$ cat src/hdl/bpa_ram.sv
module bpa_ram #(
    parameter int W = 8,
    parameter int D = 16
) (
    input  logic                 i_clk,
    input  logic                 i_we,
    input  logic [$clog2(D)-1:0] i_waddr,
    input  logic [W-1:0]         i_wdata,
    input  logic [$clog2(D)-1:0] i_raddr,
    output logic [W-1:0]         o_rdata
);

    logic [W-1:0] r_mem [D];
    logic [W-1:0] r_rdata;

    always_ff @(posedge i_clk) begin
        if (i_we) begin
            r_mem[i_waddr] <= i_wdata;
        end
        r_rdata <= r_mem[i_raddr];
    end

    assign o_rdata = r_rdata;

endmodule

$ cat config.mk
export PLATFORM = sky130hd
export DESIGN_NAME = bpa_ram
export DESIGN_NICKNAME = d
export VERILOG_FILES = /design/src/hdl/bpa_ram.sv
export SDC_FILE = /design/constraint.sdc
export NUM_CORES = 1
export LEC_CHECK = 0
export BUFFER_PORTS_ARGS = -buffer_cell sky130_fd_sc_hd__buf_2
export CAP_MARGIN = 0
export CORE_AREA = 2 2 125 127
export DETAILED_ROUTE_END_ITERATION = 10
export DIE_AREA = 0 0 127 129
export GPL_TIMING_DRIVEN = 0
export PLACE_DENSITY_LB_ADDON = 0.25
export SLEW_MARGIN = 20
export SYNTH_ARGS = -nofsm -noshare
export SYNTH_HDL_FRONTEND = slang
export SYNTH_SLANG_ARGS = --single-unit
$ cat constraint.sdc
create_clock -name i_clk -period 2.4 [get_ports i_clk]
set_clock_uncertainty 0.15 [all_clocks]
set_input_delay 0.6 -clock i_clk [delete_from_list [all_inputs] [get_ports i_clk]]
set_output_delay 0.6 -clock i_clk [all_outputs]
set_load 0.05 [all_outputs]
# Word-level counts from Yosys, hierarchy flattened
# Memory sizes are Yosys's and may differ from the RTL's. A register that Yosys moved wholly into a read port is not among the register bits.
# Index checks and enable logic that the tools add are counted.
[word_totals] reg_bits=0 ram_bits=128 in_bits=18 out_inout_bits=8 word_cells=3 mem_count=1
[classes] n_mux=2
[mem_list] memory="r_mem" depth=16 word_bits=8 rd=1 rd_ports_with_merged_regs=1 wr=1 line="13" rtl="logic [W-1:0] r_mem [D];"
[op_table] op="2-to-1 mux 1 bit" count=2

# Logic depth before layout (Yosys ltp)
[logic_depth] depth_word=2 ltp_mapped=5 depth_no_buf=3

# Worst setup path after synthesis
# OpenSTA, ideal clock, no wires.
[synth_timing] kind="input -> register" startpoint="input port i_waddr[2]" endpoint="memory r_mem[0][0], enable pin" setup_ns=0.383 arrival_ns=1.710 t_required_ns=1.867 slack_ns=0.157 stages=2 path_cell_list="or3b_2 nor3_1"
[synth_lines] item="from (decl)" line="7" rtl="input logic [$clog2(D)-1:0] i_waddr,"
[synth_lines] item="to (decl)" line="13"
# No word-level cell before the write port.

# Worst setup path in the final report
[layout_timing] startpoint="input port i_waddr[2]" endpoint="memory r_mem[3][5], enable pin"
# No word-level cell before the write port.

==> metrics.csv <==
metric,value,unit
synth_area_leaders,"edfxtp_1, mux4_2, mux4_1",
use_met2,20.6,%
timing.fmax,0.498,GHz
p_int,4.59,mW
areaGrowthSynthToFinish,19.6,%
fin_ws,0.392,ns
postCtsSetupRepairBufs,0,
final_nets,290,
drt-wirelength-per-cell,21.3,um
grt_busiest_layer,met2,
clockPowerShare,48.2,%
cts_buffers,17,
worst_ir_drop_vdd,0.699,mV
maxCapViolCount,0,
die_width,127,um
via_per_inst,4.96,
gr-total-overflow,0,
fin_crit,2.01,ns
rows,45,
swShare,20.2,%
seq_area_frac_synth,77.8,%
crit_slowest_cell,nor2_1,
clkLatencyLatePin,0.41,ns
synth_edf_count,128,
ys_ff_latch,136,
wl,10.1,mm
slew_headroom,43.8,%
synth_cells,229,
holdPathStages,1,
status,finished clean,
antenna_found_initial,0,
synthTopCellsByCount,"edfxtp_1, mux4_2, a22oi_1",
place_area,5520,um2
drtIter0Drc,214,
fin_crit_sh,83.7,%
initial_utilization,34.4,%
holdWs,0.441,ns
postRouteAntennaNets,0,
die_area,16400,um2
clkSlewWorstSetupHoldPaths,0.06,ns
post-route-cell-area,6160,um2
synthMostInstantiatedCell,edfxtp_1,
hp-class,in -> reg,
pwr-share-comb,5.4,%
cts_tree,done,
hold_viol,0,
syn-num-nets,247,
end_kind,register,
synth_cell_types,19,
cts.sinks,136,
p_sw,1.16,mW
finalPower,5.75,mW
grt_pass1_vias,2402,
crit_required,2.29,ns
leakagePower,2.04,nW
post_cts_resized,0,
hpwl,6.44,mm
r2r_cells,3,
maxSlewViolCount,0,
antennaDiodeCount,0,
cp_cell_sequence,buf_2 > or3b_2 > nor2_1,
cts_hold_buf,0,
power.share.sequential,46.4,%
rsz0062_at_grt,false,
synthArstFlopShare,0,%
netlist_area,5150,um2
use_met1,18.5,%
cts_buffer_depth,2,
powerDensity,934,nW/um2
drc,0,
gp_congestion,0.772,
path_class,in -> reg,
place_ws,-0.0621,ns
synth_area_leader_cell,edfxtp_1,
die_h,129,um
grt_pass1_wl,15.1,mm
io_buffers,24,
use_met3,4.66,%
dr.pass1.iters,4,
synth_warnings,0,
syn_avg_cell_area,22.5,um2
track_usage,13.6,%
path_max_fanout,8,
cp-start-kind,input pin,
yosys_most_used_dff,edfxtp_1,
post-synth-top-area-fraction,74.7,%
num_vias,2348,
slowest_delay,0.64,ns
drive_gt1_share,30.2,%
finalSetupViolations,0,
cts_root_buffer,clkbuf_16,
grt_max_degree,17,
cts_max_level,4,
core,15000,um2
cp.arrival,1.90,ns
io_pins,26,
worstMarginPinSlew,0.840,ns
-- logic make-up after synthesis --
group | share of synthesized area [%]
buf+inv | 1.68
compound gates | 2.33
mux | 15.0
flops | 77.8
simple gates | 3.18
-- sequential cells by signal, summed over array words and instances, names as in the netlist --
signal   count
o_rdata      8
r_mem      128
-- final timing paths --
| kind | start | slack [ns] | endpoint |
|---|---|---|---|
| hold reg to reg | r_mem[12][1]$_DFFE_PP_ | 0.53 | o_rdata[1]$_DFF_P_ |
| setup / recovery | i_waddr[2] | 0.39 | r_mem[3][5]$_DFFE_PP_ |
| hold / removal | i_wdata[6] | 0.44 | r_mem[7][6]$_DFFE_PP_ |
| setup reg to reg | r_mem[0][2]$_DFFE_PP_ | 0.72 | o_rdata[2]$_DFF_P_ |
-- layout make-up --
| class | count | area (um2) |
|---|---|---|
| Fill cell | 1336 | 8820 |
| Sequential cell | 136 | 4000 |
| Multi-Input combinational cell | 83 | 1080 |
| Clock buffer | 17 | 425 |
| Tap cell | 188 | 235 |
| Clock inverter | 15 | 208 |
| Timing Repair Buffer | 24 | 120 |
| Buffer | 10 | 86.3 |
-- power by group through the flow --
stage                     logic (mW)  registers, mW  clock network, mW
after floorplan                0.135           2.77                  0
after global placement         0.312           2.71                  0
after detailed placement       0.317           2.72                  0
after CTS                      0.317           2.67               2.82
after global routing           0.333           2.67               2.93
final                          0.311           2.67               2.77
-- stage by stage --
stage	TNS, ns	utilization, %	std cells
floorplan	0	-	229
global placement	-8.91	36.7	441
detailed placement	-1.69	36.9	441
CTS	0	41.1	473
global route	0	41.1	473
finish	0	41.1	473
-- critical path, delay by kind of cell --
family,cells,cell delay [ns]
buffers and inverters,1,0.13
and+or+nand+nor,2,1.16
-- cells in the final DEF (no fill, tap or decap), drive strengths merged --
| cell | n |
|---|---|
| nand3b | 2 |
| nor3 | 4 |
| nand2 | 9 |
| bufinv | 5 |
| clkdlybuf4s25 | 3 |
| clkinv | 7 |
| clkbuf | 17 |
| nand2b | 2 |
| clkinvlp | 3 |
| dfxtp | 8 |
| or3b | 1 |
| nand3 | 1 |
| and2b | 1 |
| buf | 31 |
| mux4 | 32 |
| nor2b | 1 |
| edfxtp | 128 |
| and2 | 1 |
| a22oi | 16 |
| nor2 | 13 |
-- layer usage --
| metal | vias to the layer above | share of wire (%) |
|---|---|---|
| li1 | 1057 | - |
| met1 | 1219 | 46 |
| met2 | 63 | 47 |
| met3 | 9 | 6.0 |
| met4 | 0 | 1.4 |
| met5 | - | 0 |
No activity file was read; power rests on OpenSTA's default activity.
